==> src/hw/rtl/ppm_pkg.sv <==
// shared types and constants of the ppm decoder
package ppm_pkg;

  localparam int unsigned CHANNEL_COUNT = 8;
  localparam int unsigned CH_W          = 4;
  localparam int unsigned ADDR_W        = 3;
  localparam int unsigned STORE_DEPTH   = 1 << ADDR_W;
  localparam int unsigned WIDTH_W       = 16;
  localparam int unsigned STEP_W        = 10;
  localparam int unsigned DIFF_W        = 15;
  localparam int unsigned PCT_W         = 7;
  localparam int unsigned CNT_W         = 4;
  localparam int unsigned LOST_W        = 8;
  localparam int unsigned CFG_IDX_W     = 1;

  localparam logic [CH_W-1:0]    SYNC_INDEX  = CH_W'(CHANNEL_COUNT);
  localparam logic [CH_W-1:0]    LAST_INDEX  = CH_W'(CHANNEL_COUNT - 1);
  localparam logic [ADDR_W-1:0]  LAST_CONV   = ADDR_W'(6);
  localparam logic [CNT_W-1:0]   DIV_LAST    = CNT_W'(DIFF_W - 1);
  localparam logic [DIFF_W-1:0]  DIFF_MAX    = '1;
  localparam logic [PCT_W-1:0]   FULL_SCALE  = PCT_W'(100);
  localparam logic [PCT_W-1:0]   CENTER      = PCT_W'(50);
  localparam logic [PCT_W-1:0]   SWITCH_LVL  = PCT_W'(80);
  localparam logic [PCT_W-1:0]   LOSS_THR    = PCT_W'(20);
  localparam logic [LOST_W-1:0]  LOST_LIMIT  = LOST_W'(200);
  localparam logic [LOST_W-1:0]  LOST_MAX    = '1;
  localparam logic [WIDTH_W-1:0] MIN_RESET   = WIDTH_W'(1000);
  localparam logic [STEP_W-1:0]  STEP_RESET  = STEP_W'(10);
  localparam logic [STEP_W-1:0]  STEP_ONE    = STEP_W'(1);

  typedef logic [1:0] cmd_t;
  localparam cmd_t CMD_CAPTURE = 2'd0;
  localparam cmd_t CMD_OVERRUN = 2'd1;
  localparam cmd_t CMD_TICK    = 2'd2;

  localparam logic [CFG_IDX_W-1:0] REG_MIN_WIDTH = 1'd0;
  localparam logic [CFG_IDX_W-1:0] REG_STEP      = 1'd1;

  typedef struct packed {
    logic                 en;
    logic [ADDR_W-1:0]    addr;
    logic [WIDTH_W-1:0]   data;
  } mem_wr_t;

endpackage

==> src/hw/rtl/ppm_ifs.sv <==
// handshake channels of the ppm decoder
interface ppm_in_if;
  logic                            valid;
  logic                            ready;
  ppm_pkg::cmd_t                   command;
  logic [ppm_pkg::WIDTH_W-1:0]     pulse_width;
  modport source (output valid, command, pulse_width, input ready);
  modport sink (input valid, command, pulse_width, output ready);
endinterface

interface ppm_out_if;
  logic                            valid;
  logic                            ready;
  logic signed [ppm_pkg::PCT_W-1:0] roll;
  logic signed [ppm_pkg::PCT_W-1:0] nick;
  logic signed [ppm_pkg::PCT_W-1:0] yaw;
  logic [ppm_pkg::PCT_W-1:0]       throttle;
  logic [ppm_pkg::PCT_W-1:0]       linear_control;
  logic                            enable;
  logic                            aux_switch;
  logic                            signal_lost;
  logic                            frame_complete;
  modport source (output valid, roll, nick, yaw, throttle, linear_control, enable,
                  aux_switch, signal_lost, frame_complete, input ready);
  modport sink (input valid, roll, nick, yaw, throttle, linear_control, enable,
                aux_switch, signal_lost, frame_complete, output ready);
endinterface

interface ppm_cfg_if;
  logic                            valid;
  logic                            ready;
  logic [ppm_pkg::CFG_IDX_W-1:0]   index;
  logic [ppm_pkg::WIDTH_W-1:0]     data;
  modport source (output valid, index, data, input ready);
  modport sink (input valid, index, data, output ready);
endinterface

==> src/hw/rtl/ppm_rc_decoder_failsafe.sv <==
// top level of the ppm radio-control decoder with signal-loss failsafe
// Capture and overrun words produce no result. An update tick reads the seven used
// pulse widths one by one from the pulse memory and converts each in a serial divider
// (one quotient bit per cycle, 15 bits) before its result word is registered. A tick
// during signal loss skips the conversions and goes straight to the output state. The
// result sits in an output register, so capture and overrun words are taken while it
// waits; a further tick holds in its final state until the output register is free.
// Configuration writes are always ready and are not held off while a tick runs.
module ppm_rc_decoder_failsafe
  import ppm_pkg::*;
(
  input  logic       clk,
  input  logic       rst_n,
  ppm_in_if.sink     in_ch,
  ppm_out_if.source  out_ch,
  ppm_cfg_if.sink    cfg_ch
);

  localparam logic [2:0] ST_IDLE  = 3'd0;
  localparam logic [2:0] ST_READ  = 3'd1;
  localparam logic [2:0] ST_START = 3'd2;
  localparam logic [2:0] ST_DIV   = 3'd3;
  localparam logic [2:0] ST_OUT   = 3'd4;

  logic [2:0]              state_r;
  logic [WIDTH_W-1:0]      min_r;
  logic [STEP_W-1:0]       step_r;
  logic [CH_W-1:0]         ch_idx_r;
  logic                    no_signal_r;
  logic                    complete_r;
  logic [LOST_W-1:0]       lost_r;
  logic [LOST_W-1:0]       lost_nxt;
  logic [ADDR_W-1:0]       conv_r;
  logic [PCT_W-1:0]        roll_r, nick_r, yaw_r, thr_r, lin_r;
  logic                    ena_r, aux_r;
  logic                    out_valid_r;
  logic [PCT_W-1:0]        o_roll_r, o_nick_r, o_yaw_r, o_thr_r, o_lin_r;
  logic                    o_ena_r, o_aux_r, o_lost_r, o_comp_r;

  logic                    in_fire;
  logic                    out_free;
  mem_wr_t                 wr;
  logic                    rd_en;
  logic [WIDTH_W-1:0]      rd_data;
  logic                    div_start;
  logic                    div_done;
  logic [PCT_W-1:0]        pct;
  logic [STEP_W-1:0]       step_eff;
  logic [PCT_W-1:0]        stick;

  assign in_ch.ready  = (state_r == ST_IDLE);
  assign cfg_ch.ready = 1'b1;
  assign in_fire      = in_ch.valid && in_ch.ready;
  assign out_free     = !out_valid_r || out_ch.ready;
  assign step_eff     = (step_r == '0) ? STEP_ONE : step_r;
  assign stick        = pct - CENTER;
  assign lost_nxt     = lost_r + 1'b1;

  always_comb begin
    wr.en   = in_fire && in_ch.command == CMD_CAPTURE && ch_idx_r < SYNC_INDEX;
    wr.addr = ch_idx_r[ADDR_W-1:0];
    wr.data = in_ch.pulse_width;
  end

  assign rd_en     = (state_r == ST_READ);
  assign div_start = (state_r == ST_START);

  ppm_pulse_store u_store (
    .clk     (clk),
    .rst_n   (rst_n),
    .wr      (wr),
    .rd_en   (rd_en),
    .rd_addr (conv_r),
    .rd_data (rd_data)
  );

  ppm_pct_unit u_pct (
    .clk       (clk),
    .rst_n     (rst_n),
    .start     (div_start),
    .width     (rd_data),
    .min_width (min_r),
    .step      (step_eff),
    .done      (div_done),
    .pct       (pct)
  );

  always_ff @(posedge clk) begin
    if (!rst_n) begin
      min_r  <= MIN_RESET;
      step_r <= STEP_RESET;
    end else if (cfg_ch.valid) begin
      case (cfg_ch.index)
        REG_MIN_WIDTH: min_r  <= cfg_ch.data;
        REG_STEP:      step_r <= cfg_ch.data[STEP_W-1:0];
        default: ;
      endcase
    end
  end

  always_ff @(posedge clk) begin
    if (!rst_n) begin
      state_r     <= ST_IDLE;
      ch_idx_r    <= '0;
      no_signal_r <= 1'b0;
      complete_r  <= 1'b0;
      lost_r      <= '0;
      conv_r      <= '0;
      roll_r      <= '0;
      nick_r      <= '0;
      yaw_r       <= '0;
      thr_r       <= '0;
      lin_r       <= '0;
      ena_r       <= 1'b0;
      aux_r       <= 1'b0;
      out_valid_r <= 1'b0;
    end else begin
      if (out_valid_r && out_ch.ready) begin
        out_valid_r <= 1'b0;
      end
      case (state_r)
        ST_IDLE: begin
          if (in_fire) begin
            case (in_ch.command)
              CMD_CAPTURE: begin
                no_signal_r <= 1'b0;
                if (ch_idx_r >= SYNC_INDEX) begin
                  ch_idx_r   <= '0;
                  complete_r <= 1'b0;
                end else begin
                  if (ch_idx_r == LAST_INDEX) begin
                    complete_r <= 1'b1;
                  end
                  ch_idx_r <= ch_idx_r + 1'b1;
                end
              end
              CMD_OVERRUN: begin
                if (ch_idx_r != SYNC_INDEX) begin
                  no_signal_r <= 1'b1;
                  ch_idx_r    <= SYNC_INDEX;
                end
              end
              CMD_TICK: begin
                if (no_signal_r) begin
                  roll_r <= '0;
                  nick_r <= '0;
                  yaw_r  <= '0;
                  if (thr_r > LOSS_THR) begin
                    thr_r <= LOSS_THR;
                  end
                  if (lost_r != LOST_MAX) begin
                    lost_r <= lost_nxt;
                    if (lost_nxt == LOST_LIMIT) begin
                      ena_r <= 1'b0;
                    end
                  end
                  state_r <= ST_OUT;
                end else begin
                  lost_r  <= '0;
                  conv_r  <= '0;
                  state_r <= ST_READ;
                end
              end
              default: ;
            endcase
          end
        end
        ST_READ: begin
          state_r <= ST_START;
        end
        ST_START: begin
          state_r <= ST_DIV;
        end
        ST_DIV: begin
          if (div_done) begin
            case (conv_r)
              3'd0:    roll_r <= stick;
              3'd1:    thr_r  <= pct;
              3'd2:    nick_r <= stick;
              3'd3:    yaw_r  <= stick;
              3'd4:    ena_r  <= pct > SWITCH_LVL;
              3'd5:    lin_r  <= pct;
              3'd6:    aux_r  <= pct > SWITCH_LVL;
              default: ;
            endcase
            if (conv_r == LAST_CONV) begin
              state_r <= ST_OUT;
            end else begin
              conv_r  <= conv_r + 1'b1;
              state_r <= ST_READ;
            end
          end
        end
        ST_OUT: begin
          if (out_free) begin
            out_valid_r <= 1'b1;
            state_r     <= ST_IDLE;
          end
        end
        default: begin
          state_r <= ST_IDLE;
        end
      endcase
    end
  end

  always_ff @(posedge clk) begin
    if (state_r == ST_OUT && out_free) begin
      o_roll_r <= roll_r;
      o_nick_r <= nick_r;
      o_yaw_r  <= yaw_r;
      o_thr_r  <= thr_r;
      o_lin_r  <= lin_r;
      o_ena_r  <= ena_r;
      o_aux_r  <= aux_r;
      o_lost_r <= no_signal_r;
      o_comp_r <= complete_r;
    end
  end

  assign out_ch.valid          = out_valid_r;
  assign out_ch.roll           = o_roll_r;
  assign out_ch.nick           = o_nick_r;
  assign out_ch.yaw            = o_yaw_r;
  assign out_ch.throttle       = o_thr_r;
  assign out_ch.linear_control = o_lin_r;
  assign out_ch.enable         = o_ena_r;
  assign out_ch.aux_switch     = o_aux_r;
  assign out_ch.signal_lost    = o_lost_r;
  assign out_ch.frame_complete = o_comp_r;

endmodule

==> src/hw/rtl/ppm_pulse_store.sv <==
// pulse width memory with per-entry valid bits and registered read
module ppm_pulse_store
  import ppm_pkg::*;
(
  input  logic               clk,
  input  logic               rst_n,
  input  mem_wr_t            wr,
  input  logic               rd_en,
  input  logic [ADDR_W-1:0]  rd_addr,
  output logic [WIDTH_W-1:0] rd_data
);

  logic [WIDTH_W-1:0]     mem [STORE_DEPTH];
  logic [STORE_DEPTH-1:0] valid_r;
  logic [WIDTH_W-1:0]     rd_data_r;
  logic                   rd_valid_r;

  always_ff @(posedge clk) begin
    if (wr.en) begin
      mem[wr.addr] <= wr.data;
    end
    if (rd_en) begin
      rd_data_r <= mem[rd_addr];
    end
  end

  always_ff @(posedge clk) begin
    if (!rst_n) begin
      valid_r    <= '0;
      rd_valid_r <= 1'b0;
    end else begin
      if (wr.en) begin
        valid_r[wr.addr] <= 1'b1;
      end
      if (rd_en) begin
        rd_valid_r <= valid_r[rd_addr];
      end
    end
  end

  assign rd_data = rd_valid_r ? rd_data_r : '0;

endmodule

==> src/hw/rtl/ppm_pct_unit.sv <==
// serial width to percent converter, one quotient bit per cycle
module ppm_pct_unit
  import ppm_pkg::*;
(
  input  logic               clk,
  input  logic               rst_n,
  input  logic               start,
  input  logic [WIDTH_W-1:0] width,
  input  logic [WIDTH_W-1:0] min_width,
  input  logic [STEP_W-1:0]  step,
  output logic               done,
  output logic [PCT_W-1:0]   pct
);

  logic               busy_r;
  logic               done_r;
  logic [CNT_W-1:0]   cnt_r;
  logic [STEP_W-1:0]  rem_r;
  logic [DIFF_W-1:0]  quo_r;
  logic [DIFF_W-1:0]  dvd_r;
  logic [PCT_W-1:0]   pct_r;

  logic [WIDTH_W-1:0] diff;
  logic [DIFF_W-1:0]  diff_sat;
  logic [STEP_W:0]    trial;
  logic               ge;
  logic [STEP_W:0]    sub;
  logic [DIFF_W-1:0]  quo_nxt;

  always_comb begin
    diff     = width - min_width;
    diff_sat = diff[WIDTH_W-1] ? DIFF_MAX : diff[DIFF_W-1:0];
    trial    = {rem_r, dvd_r[DIFF_W-1]};
    ge       = trial >= {1'b0, step};
    sub      = trial - {1'b0, step};
    quo_nxt  = {quo_r[DIFF_W-2:0], ge};
  end

  always_ff @(posedge clk) begin
    if (!rst_n) begin
      busy_r <= 1'b0;
      done_r <= 1'b0;
    end else begin
      done_r <= 1'b0;
      if (start) begin
        if (width <= min_width) begin
          done_r <= 1'b1;
        end else begin
          busy_r <= 1'b1;
        end
      end else if (busy_r && cnt_r == DIV_LAST) begin
        busy_r <= 1'b0;
        done_r <= 1'b1;
      end
    end
  end

  always_ff @(posedge clk) begin
    if (start) begin
      dvd_r <= diff_sat;
      rem_r <= '0;
      quo_r <= '0;
      cnt_r <= '0;
      pct_r <= '0;
    end else if (busy_r) begin
      rem_r <= ge ? sub[STEP_W-1:0] : trial[STEP_W-1:0];
      quo_r <= quo_nxt;
      dvd_r <= {dvd_r[DIFF_W-2:0], 1'b0};
      cnt_r <= cnt_r + 1'b1;
      if (cnt_r == DIV_LAST) begin
        pct_r <= (quo_nxt > DIFF_W'(FULL_SCALE)) ? FULL_SCALE : quo_nxt[PCT_W-1:0];
      end
    end
  end

  assign done = done_r;
  assign pct  = pct_r;

endmodule
==> src/flat_wrapper.sv <==
// flat-port wrapper written by rule: the top's interface ports become plain ports
module ppm_rc_decoder_failsafe_flat import ppm_pkg::*;
  (clk, rst_n, in_ch_valid, in_ch_command, in_ch_pulse_width, in_ch_ready, out_ch_valid, out_ch_roll, out_ch_nick, out_ch_yaw, out_ch_throttle, out_ch_linear_control, out_ch_enable, out_ch_aux_switch, out_ch_signal_lost, out_ch_frame_complete, out_ch_ready, cfg_ch_valid, cfg_ch_index, cfg_ch_data, cfg_ch_ready);
  ppm_in_if in_ch_i ();
  ppm_out_if out_ch_i ();
  ppm_cfg_if cfg_ch_i ();
  input  logic clk;
  input  logic rst_n;
  input wire logic [$bits(in_ch_i.valid)-1:0] in_ch_valid;
  input wire logic [$bits(in_ch_i.command)-1:0] in_ch_command;
  input wire logic [$bits(in_ch_i.pulse_width)-1:0] in_ch_pulse_width;
  output wire logic [$bits(in_ch_i.ready)-1:0] in_ch_ready;
  output wire logic [$bits(out_ch_i.valid)-1:0] out_ch_valid;
  output wire logic [$bits(out_ch_i.roll)-1:0] out_ch_roll;
  output wire logic [$bits(out_ch_i.nick)-1:0] out_ch_nick;
  output wire logic [$bits(out_ch_i.yaw)-1:0] out_ch_yaw;
  output wire logic [$bits(out_ch_i.throttle)-1:0] out_ch_throttle;
  output wire logic [$bits(out_ch_i.linear_control)-1:0] out_ch_linear_control;
  output wire logic [$bits(out_ch_i.enable)-1:0] out_ch_enable;
  output wire logic [$bits(out_ch_i.aux_switch)-1:0] out_ch_aux_switch;
  output wire logic [$bits(out_ch_i.signal_lost)-1:0] out_ch_signal_lost;
  output wire logic [$bits(out_ch_i.frame_complete)-1:0] out_ch_frame_complete;
  input wire logic [$bits(out_ch_i.ready)-1:0] out_ch_ready;
  input wire logic [$bits(cfg_ch_i.valid)-1:0] cfg_ch_valid;
  input wire logic [$bits(cfg_ch_i.index)-1:0] cfg_ch_index;
  input wire logic [$bits(cfg_ch_i.data)-1:0] cfg_ch_data;
  output wire logic [$bits(cfg_ch_i.ready)-1:0] cfg_ch_ready;
  assign in_ch_i.valid = in_ch_valid;
  assign in_ch_i.command = in_ch_command;
  assign in_ch_i.pulse_width = in_ch_pulse_width;
  assign in_ch_ready = in_ch_i.ready;
  assign out_ch_valid = out_ch_i.valid;
  assign out_ch_roll = out_ch_i.roll;
  assign out_ch_nick = out_ch_i.nick;
  assign out_ch_yaw = out_ch_i.yaw;
  assign out_ch_throttle = out_ch_i.throttle;
  assign out_ch_linear_control = out_ch_i.linear_control;
  assign out_ch_enable = out_ch_i.enable;
  assign out_ch_aux_switch = out_ch_i.aux_switch;
  assign out_ch_signal_lost = out_ch_i.signal_lost;
  assign out_ch_frame_complete = out_ch_i.frame_complete;
  assign out_ch_i.ready = out_ch_ready;
  assign cfg_ch_i.valid = cfg_ch_valid;
  assign cfg_ch_i.index = cfg_ch_index;
  assign cfg_ch_i.data = cfg_ch_data;
  assign cfg_ch_ready = cfg_ch_i.ready;
  ppm_rc_decoder_failsafe u_core (.clk(clk), .rst_n(rst_n), .in_ch(in_ch_i), .out_ch(out_ch_i), .cfg_ch(cfg_ch_i));
endmodule
==> config.mk <==
export PLATFORM = sky130hd
export DESIGN_NAME = ppm_rc_decoder_failsafe_flat
export DESIGN_NICKNAME = d
export VERILOG_FILES = /design/src/hw/rtl/ppm_pkg.sv /design/src/hw/rtl/ppm_ifs.sv /design/src/hw/rtl/ppm_rc_decoder_failsafe.sv /design/src/hw/rtl/ppm_pulse_store.sv /design/src/hw/rtl/ppm_pct_unit.sv /design/src/flat_wrapper.sv
export SDC_FILE = /design/constraint.sdc
export NUM_CORES = 1
export LEC_CHECK = 0
export CORE_ASPECT_RATIO = 0.9
export CORE_MARGIN = 3
export CORE_UTILIZATION = 65
export CTS_CLUSTER_DIAMETER = 60
export DETAILED_ROUTE_END_ITERATION = 16
export DONT_BUFFER_PORTS = 1
export HOLD_SLACK_MARGIN = 0.06
export PLACE_DENSITY = 0.88
export SLEW_MARGIN = 15
export SYNTH_ARGS = -nofsm -noshare
export SYNTH_HDL_FRONTEND = slang
export SYNTH_SLANG_ARGS = --single-unit
==> constraint.sdc <==
create_clock -name clk -period 6.9 [get_ports clk]
set_clock_uncertainty 0.15 [all_clocks]
set_input_delay 1.38 -clock clk [delete_from_list [all_inputs] [get_ports clk]]
set_output_delay 1.38 -clock clk [all_outputs]
set_load 0.05 [all_outputs]
; ---- Word level (Yosys, flattened, before mapping)
; Memory sizes are Yosys's and may differ from the RTL's. A register that Yosys moved wholly into a read port is not among the register bits.
; Cells that the tools add are included.
[op_classes]
addsub = 7
magnitude_cmp = 10
eq_ne = 35
n_mux = 71
bitwise = 2
n_reduce_logical = 34
[op_table]
columns = operator, n
row1 = $mux 7, 16
row2 = $pmux 7 s2, 4
row3 = $mux 15, 3
row4 = $mux 3, 11
row5 = $ne 2x2->1 const B, 16
row6 = $reduce_and 6->1, 4
row7 = $mux 1, 23
row8 = $mux 10, 2
row9 = $le 16x16->1, 1
row10 = $mux 16, 1
row11 = $mux 8, 2
row12 = $reduce_and 4->1, 4
row13 = $sub 16x16->16, 1
row14 = $gt 15x7->1 const B, 1
row15 = $pmux 3 s5, 1
row16 = $eq 3x2->1 const B, 4
row17 = $eq 3x3->1 const B, 4
row18 = $ge 11x10->1, 1
row19 = $logic_not 10->1, 1
row20 = $reduce_bool 2->1, 5
row21 = $sub 10x10->10, 1
row22 = $add 4x1->4 const B, 2
row23 = $add 8x1->8 const B, 1
row24 = $eq 8x8->1 const B, 1
row25 = 33 further kinds, 49
[totals]
reg_bits = 184
ramBits = 128
input_bits = 40
word_cells = 194
mem_count = 1
[mem_list]
columns = memory, words, width, rd, rd_ports_with_merged_regs, wr, line_no
row1 = u_core.u_store.mem, 8, 16, 1, 1, 1, ppm_pulse_store.sv:13  ; logic [WIDTH_W-1:0] mem [STORE_DEPTH];

; ---- Depth between registers and ports, before layout
[depth]
depth_word = 8
ltp_mapped = 11
depth_no_buf = 10

; ---- By module
; From an unflattened synthesis, not the netlist that was laid out.
[unflattened]
hier_cells = 1155
area_unflattened_um2 = 14535.2
[by_module_without_submodules]
columns = module, instances, cells_each, area_each_um2, seq_area_each_um2
row1 = ppm_pulse_store, 1, 257, 5895.7, 4504.3
row2 = ppm_rc_decoder_failsafe, 1, 506, 5198.7, 2852.7
row3 = ppm_pct_unit, 1, 392, 3440.8, 1191.1

; ---- Worst setup path after synthesis
; No wires, ideal clock.
[synth_timing]
kind = input to register
start = input in_ch_command[1]
end = memory u_core.u_store.mem[1][0] (enable)
arrival_ns = 3.191
required_ns = 6.338
setup_slack_ns = 3.148
cell_stages = 5
n_path_buf = 0
cell_sequence = inv_1 > nand3_2 > nor2_2 > nand3b_1 > nor3_1
[synth_via]
elab_chain_len = 5
[synth_lines]
columns = element, line_no
row1 = start: declaration, flat_wrapper.sv:10  ; input wire logic [$bits(in_ch_i.command)-1:0] in_ch_command;
row2 = $logic_not 2->1, ppm_rc_decoder_failsafe.sv:60  ; wr.en = in_fire && in_ch.command == CMD_CAPTURE && ch_idx_r < SYNC_INDEX;
row3 = $logic_and 1x1->1 (2 in series), ppm_rc_decoder_failsafe.sv:60
row4 = $mux 1, ppm_pulse_store.sv:19  ; if (wr.en) begin
row5 = $mux 1 (not written as such), ppm_pulse_store.sv:20  ; mem[wr.addr] <= wr.data;
row6 = end: declaration, ppm_pulse_store.sv:13
; No other way between the ends.

; ---- Final worst setup path
[layout_timing]
start = register u_core.state_r[2]
end = output in_ch_ready
[layout_via]
elab_chain_len = 1
[layout_lines]
columns = element, line_no
row1 = start: declaration, ppm_rc_decoder_failsafe.sv:25  ; logic [2:0] state_r;
row2 = start signal: assignment, ppm_rc_decoder_failsafe.sv:103  ; state_r <= ST_IDLE;
row3 = start signal: assignment, ppm_rc_decoder_failsafe.sv:157  ; state_r <= ST_OUT;
row4 = start signal: assignment, ppm_rc_decoder_failsafe.sv:161  ; state_r <= ST_READ;
row5 = $logic_not 3->1, ppm_rc_decoder_failsafe.sv:51  ; assign in_ch.ready = (state_r == ST_IDLE);
row6 = end: declaration, flat_wrapper.sv:12  ; output wire logic [$bits(in_ch_i.ready)-1:0] in_ch_ready;
; No other way between the ends.

==> flow_summary_export.csv <==
group,metric,value,unit
detailed_routing,drt-total-wl,31.30,mm
global_routing,grt_pass1_wl,49.82,mm
sta,min_period,3.372,ns
setup_path,crit_type,"reg -> out",
place,gp_congestion,0.8712,
sta,slew_viol_final,0,
setup_path,worst-path-stages,2,
sta,period_share,0.4887,
floorplanning,initial_core_util,0.6683,
sta,rsz0062_at_grt,"no",
setup_path,r2r_setup_slack,3.78,ns
place,preCtsSetupSlack,3.406,ns
setup_path,crit_required,5.37,ns
sta,hold_viol,0,
setup_path,path_buf_inv,1,
power_and_ir_drop,power_density,309.5,mW/mm2
place,portBuffers,0,
power_and_ir_drop,p_int,3.534,mW
setup_path,regToRegStartpoint,"u_core.u_store.rd_valid_r",
floorplanning,core_area,0.02102,mm2
global_routing,grtUsageTotal,0.2649,
sta,slew_headroom,0.2445,
power_and_ir_drop,power_frac_comb,0.152,
hold_path,holdCritStartpoint,"u_core.lin_r[0]",
cts,postCtsSetupBuffers,0,
yosys,synthesis.nets,1243,
cts,cts_tree,"done",
yosys,synth_edf_count,198,
yosys,syn_inst,1165,
cts,cts_resized,0,
cts,cts_max_path_buffers,3,
power_and_ir_drop,power_frac_seq,0.469,
yosys,syn_avg_cell_area,12.06,um2
floorplanning,die_h,145.5,um
setup_path,crit_start,"u_core.state_r[2]",
setup_path,worstRegToRegCells,7,
global_routing,grt_max_degree,59,
setup_path,crit_path_end,"in_ch_ready",
yosys,synth_top_area_frac,0.4232,
power_and_ir_drop,ir_worst_vdd,0.0003464,V
setup_path,rr_endpoint,"u_core.u_pct.dvd_r[3]",
detailed_routing,vias_per_cell,6.355,
power_and_ir_drop,p_switching,1.239,mW
setup_path,end_kind,"output pin",
setup_path,startpoint_type,"flop",
setup_path,worstPathArrival,1.84,ns
global_routing,antenna_found_initial,0,
floorplanning,rows,50,
run,cap_violations,0,
detailed_routing,postRouteAntennaNets,0,
yosys,ys_async_sr_fraction,0,
finish,n_fill_cell,1282,
cts,clock_sinks,328,
cts,clkTransAtPathRegs,0.06,ns
hold_path,min_path_type,"reg -> reg",
finish,post-route-util,0.7339,
cts,clock_latency,0.57,ns
detailed_routing,num_vias,9355,
yosys,ys_ff_latch,328,
finish,antennaDiodeCount,0,
floorplanning,dieArea,0.02342,mm2
detailed_routing,drc,0,
setup_path,path_max_fanout,14,
setup_path,path_cells,"or3_4 -> inv_2",
yosys,synth.area.top_cells,"edfxtp_1 (42%), dfxtp_1 (19%), mux4_2 (5.5%)",
yosys,yosys_warnings,0,
power_and_ir_drop,netSwitchingFraction,0.2596,
power_and_ir_drop,cellLeakagePower,5.407,nW
cts,h-tree-depth,1,
power_and_ir_drop,clock_power_share,0.379,
cts,cts_root_buf,"clkbuf_16",
yosys,synth_most_common_cell,"edfxtp_1",
global_routing,grt_pass1_vias,9314,
floorplanning,die_width,161.0,um
cts,cts_buffers,31,
yosys,ys_seq_area_frac,0.6085,
sta,worst_pin_slew,1.131,ns
place,hpwlAfterDp,19.50,mm
setup_path,slowest_delay,0.52,ns
setup_path,crit_family,"simple AND/OR/NAND/NOR gates",
sta,setup_viol,0,
yosys,netlist_area,0.01405,mm2
finish,layout.nets,1239,
detailed_routing,first_pass_iters,8,
finish,area_growth,9.806,%
sta,fin_setup_tns,0,ns
sta,fmax,0.2965,GHz
place,placed_area,0.01433,mm2
run_status,status,"finished clean",
setup_path,slowest_stage,"or3_4",
yosys,ys.flop_type,"edfxtp_1",
finish,fin_area,0.01543,mm2
sta,setup_ws,3.528,ns
floorplanning,ioPinCount,82,
global_routing,gr-total-overflow,0,
detailed_routing,avgRoutedWirePerCell,21.26,um
cts,cts_hold_buf,0,
yosys,synthTopCellsByCount,"edfxtp_1 (198), nand2_1 (131), dfxtp_1 (130)",
finish,layout-drive-gt1-share,0.1071,
yosys,synthDistinctLibCells,79,
yosys,yosys.area.top_type,"edfxtp_1",
detailed_routing,drtIter0Drc,1070,
==> layer usage <==
metal / GRT usage / part of all wire / vias up
li1: - / - / 4241
met1: 0.3649 / 0.41 / 4585
met2: 0.4377 / 0.49 / 448
met3: 0.04382 / 0.074 / 81
met4: 0.08473 / 0.031 / 0
met5: 0 / 0 / -
==> cell type report <==
cell class              instances  area (um2)  area share
well taps                     286       357.8     0.02320
clock buffers                  40       839.6     0.05442
flip-flops and latches        328        8549      0.5542
inverters                      49       183.9     0.01192
repair buffers                 15       112.6    0.007300
clock inverters                18       250.2     0.01622
multi-input cells             736        5132      0.3327
==> metrics by stage <==
step,hold slack [ns],cells,total power [mW]
3_5_place_dp,0.2607,1414,2.975
5_1_grt,0.2914,1472,4.954
3_3_place_gp,0.2571,1414,2.951
6_report,0.2757,1472,4.774
4_1_cts,0.2769,1472,4.773
2_1_floorplan,0.2519,1165,2.829
==> cell families (layout without fill, tap and decap cells) <==
kind of cell / count (synthesis) / count (layout) / synth area share
fa+ha+maj: 38 / 38 / 0.03491
buf+inv: 101 / 122 / 0.02850
compound gates: 203 / 203 / 0.09378
simple gates: 385 / 385 / 0.1282
flops: 328 / 328 / 0.6085
xor+xnor: 25 / 25 / 0.01559
mux: 84 / 84 / 0.09031
other cells: 1 / 1 / 0.0002669
==> worst min path at each step <==
stage,endpoint,slack [ns],cells after the start
floorplan,u_core.out_ch.yaw[6],0.25,0
global placement,u_core.out_ch.yaw[6],0.26,0
detailed placement,u_core.out_ch.yaw[6],0.26,0
CTS,u_core.out_ch.nick[1],0.28,0
global route,u_core.out_ch.linear_control[0],0.29,0
finish,u_core.out_ch.linear_control[0],0.28,0
==> power groups by stage <==
stage	sequential [mW]	combinational [mW]	clock [mW]
6_report	2.24	0.725	1.81
5_1_grt	2.25	0.802	1.91
4_1_cts	2.24	0.713	1.82
3_5_place_dp	2.28	0.700	0
3_3_place_gp	2.27	0.679	0
2_1_floorplan	2.25	0.578	0
==> registers in the layout, indices dropped and copies added (netlist names), 4 cells and up <==
signal,flops
u_core.step_r,10
u_core.lin_r,7
u_core.lost_r,8
u_core.out_ch.roll,7
u_core.u_store.valid_r,8
u_core.out_ch.yaw,7
u_core.min_r,16
u_core.out_ch.linear_control,7
u_core.roll_r,7
u_core.u_pct.pct,7
u_core.yaw_r,7
u_core.u_store.rd_data_r,16
u_core.nick_r,7
u_core.out_ch.nick,7
u_core.u_pct.quo_r,14
u_core.u_store.mem,128
u_core.u_pct.rem_r,10
u_core.thr_r,7
u_core.u_pct.dvd_r,15
u_core.out_ch.throttle,7
u_core.ch_idx_r,4
u_core.u_pct.cnt_r,4
==> cells in the final DEF, fill, tap and decap left out, drive strengths merged, types with 5 or more instances in the layout <==
| cell type | netlist | routed |
|---|---|---|
| edfxtp | 198 | 198 |
| nand2 | 132 | 132 |
| dfxtp | 130 | 130 |
| nor2 | 127 | 127 |
| a21oi | 69 | 69 |
| inv | 49 | 50 |
| mux2i | 48 | 48 |
| clkbuf | 38 | 40 |
| o21ai | 38 | 38 |
| ha | 36 | 36 |
| mux4 | 34 | 34 |
| and2 | 19 | 19 |
| nor3 | 19 | 19 |
| nand3 | 18 | 18 |
| a31oi | 15 | 15 |
| o21a | 15 | 15 |
| buf | 14 | 15 |
| xor2 | 14 | 14 |
| o211ai | 14 | 14 |
| nand2b | 12 | 12 |
| nor2b | 12 | 12 |
| xnor2 | 11 | 11 |
| clkinv | 0 | 10 |
| a22oi | 9 | 9 |
| and3 | 8 | 8 |
| nand4 | 8 | 8 |
| nor4 | 8 | 8 |
| a211oi | 8 | 8 |
| or3 | 7 | 7 |
| bufinv | 0 | 6 |
| a21o | 5 | 5 |
(Power assumes the default switching activity.)
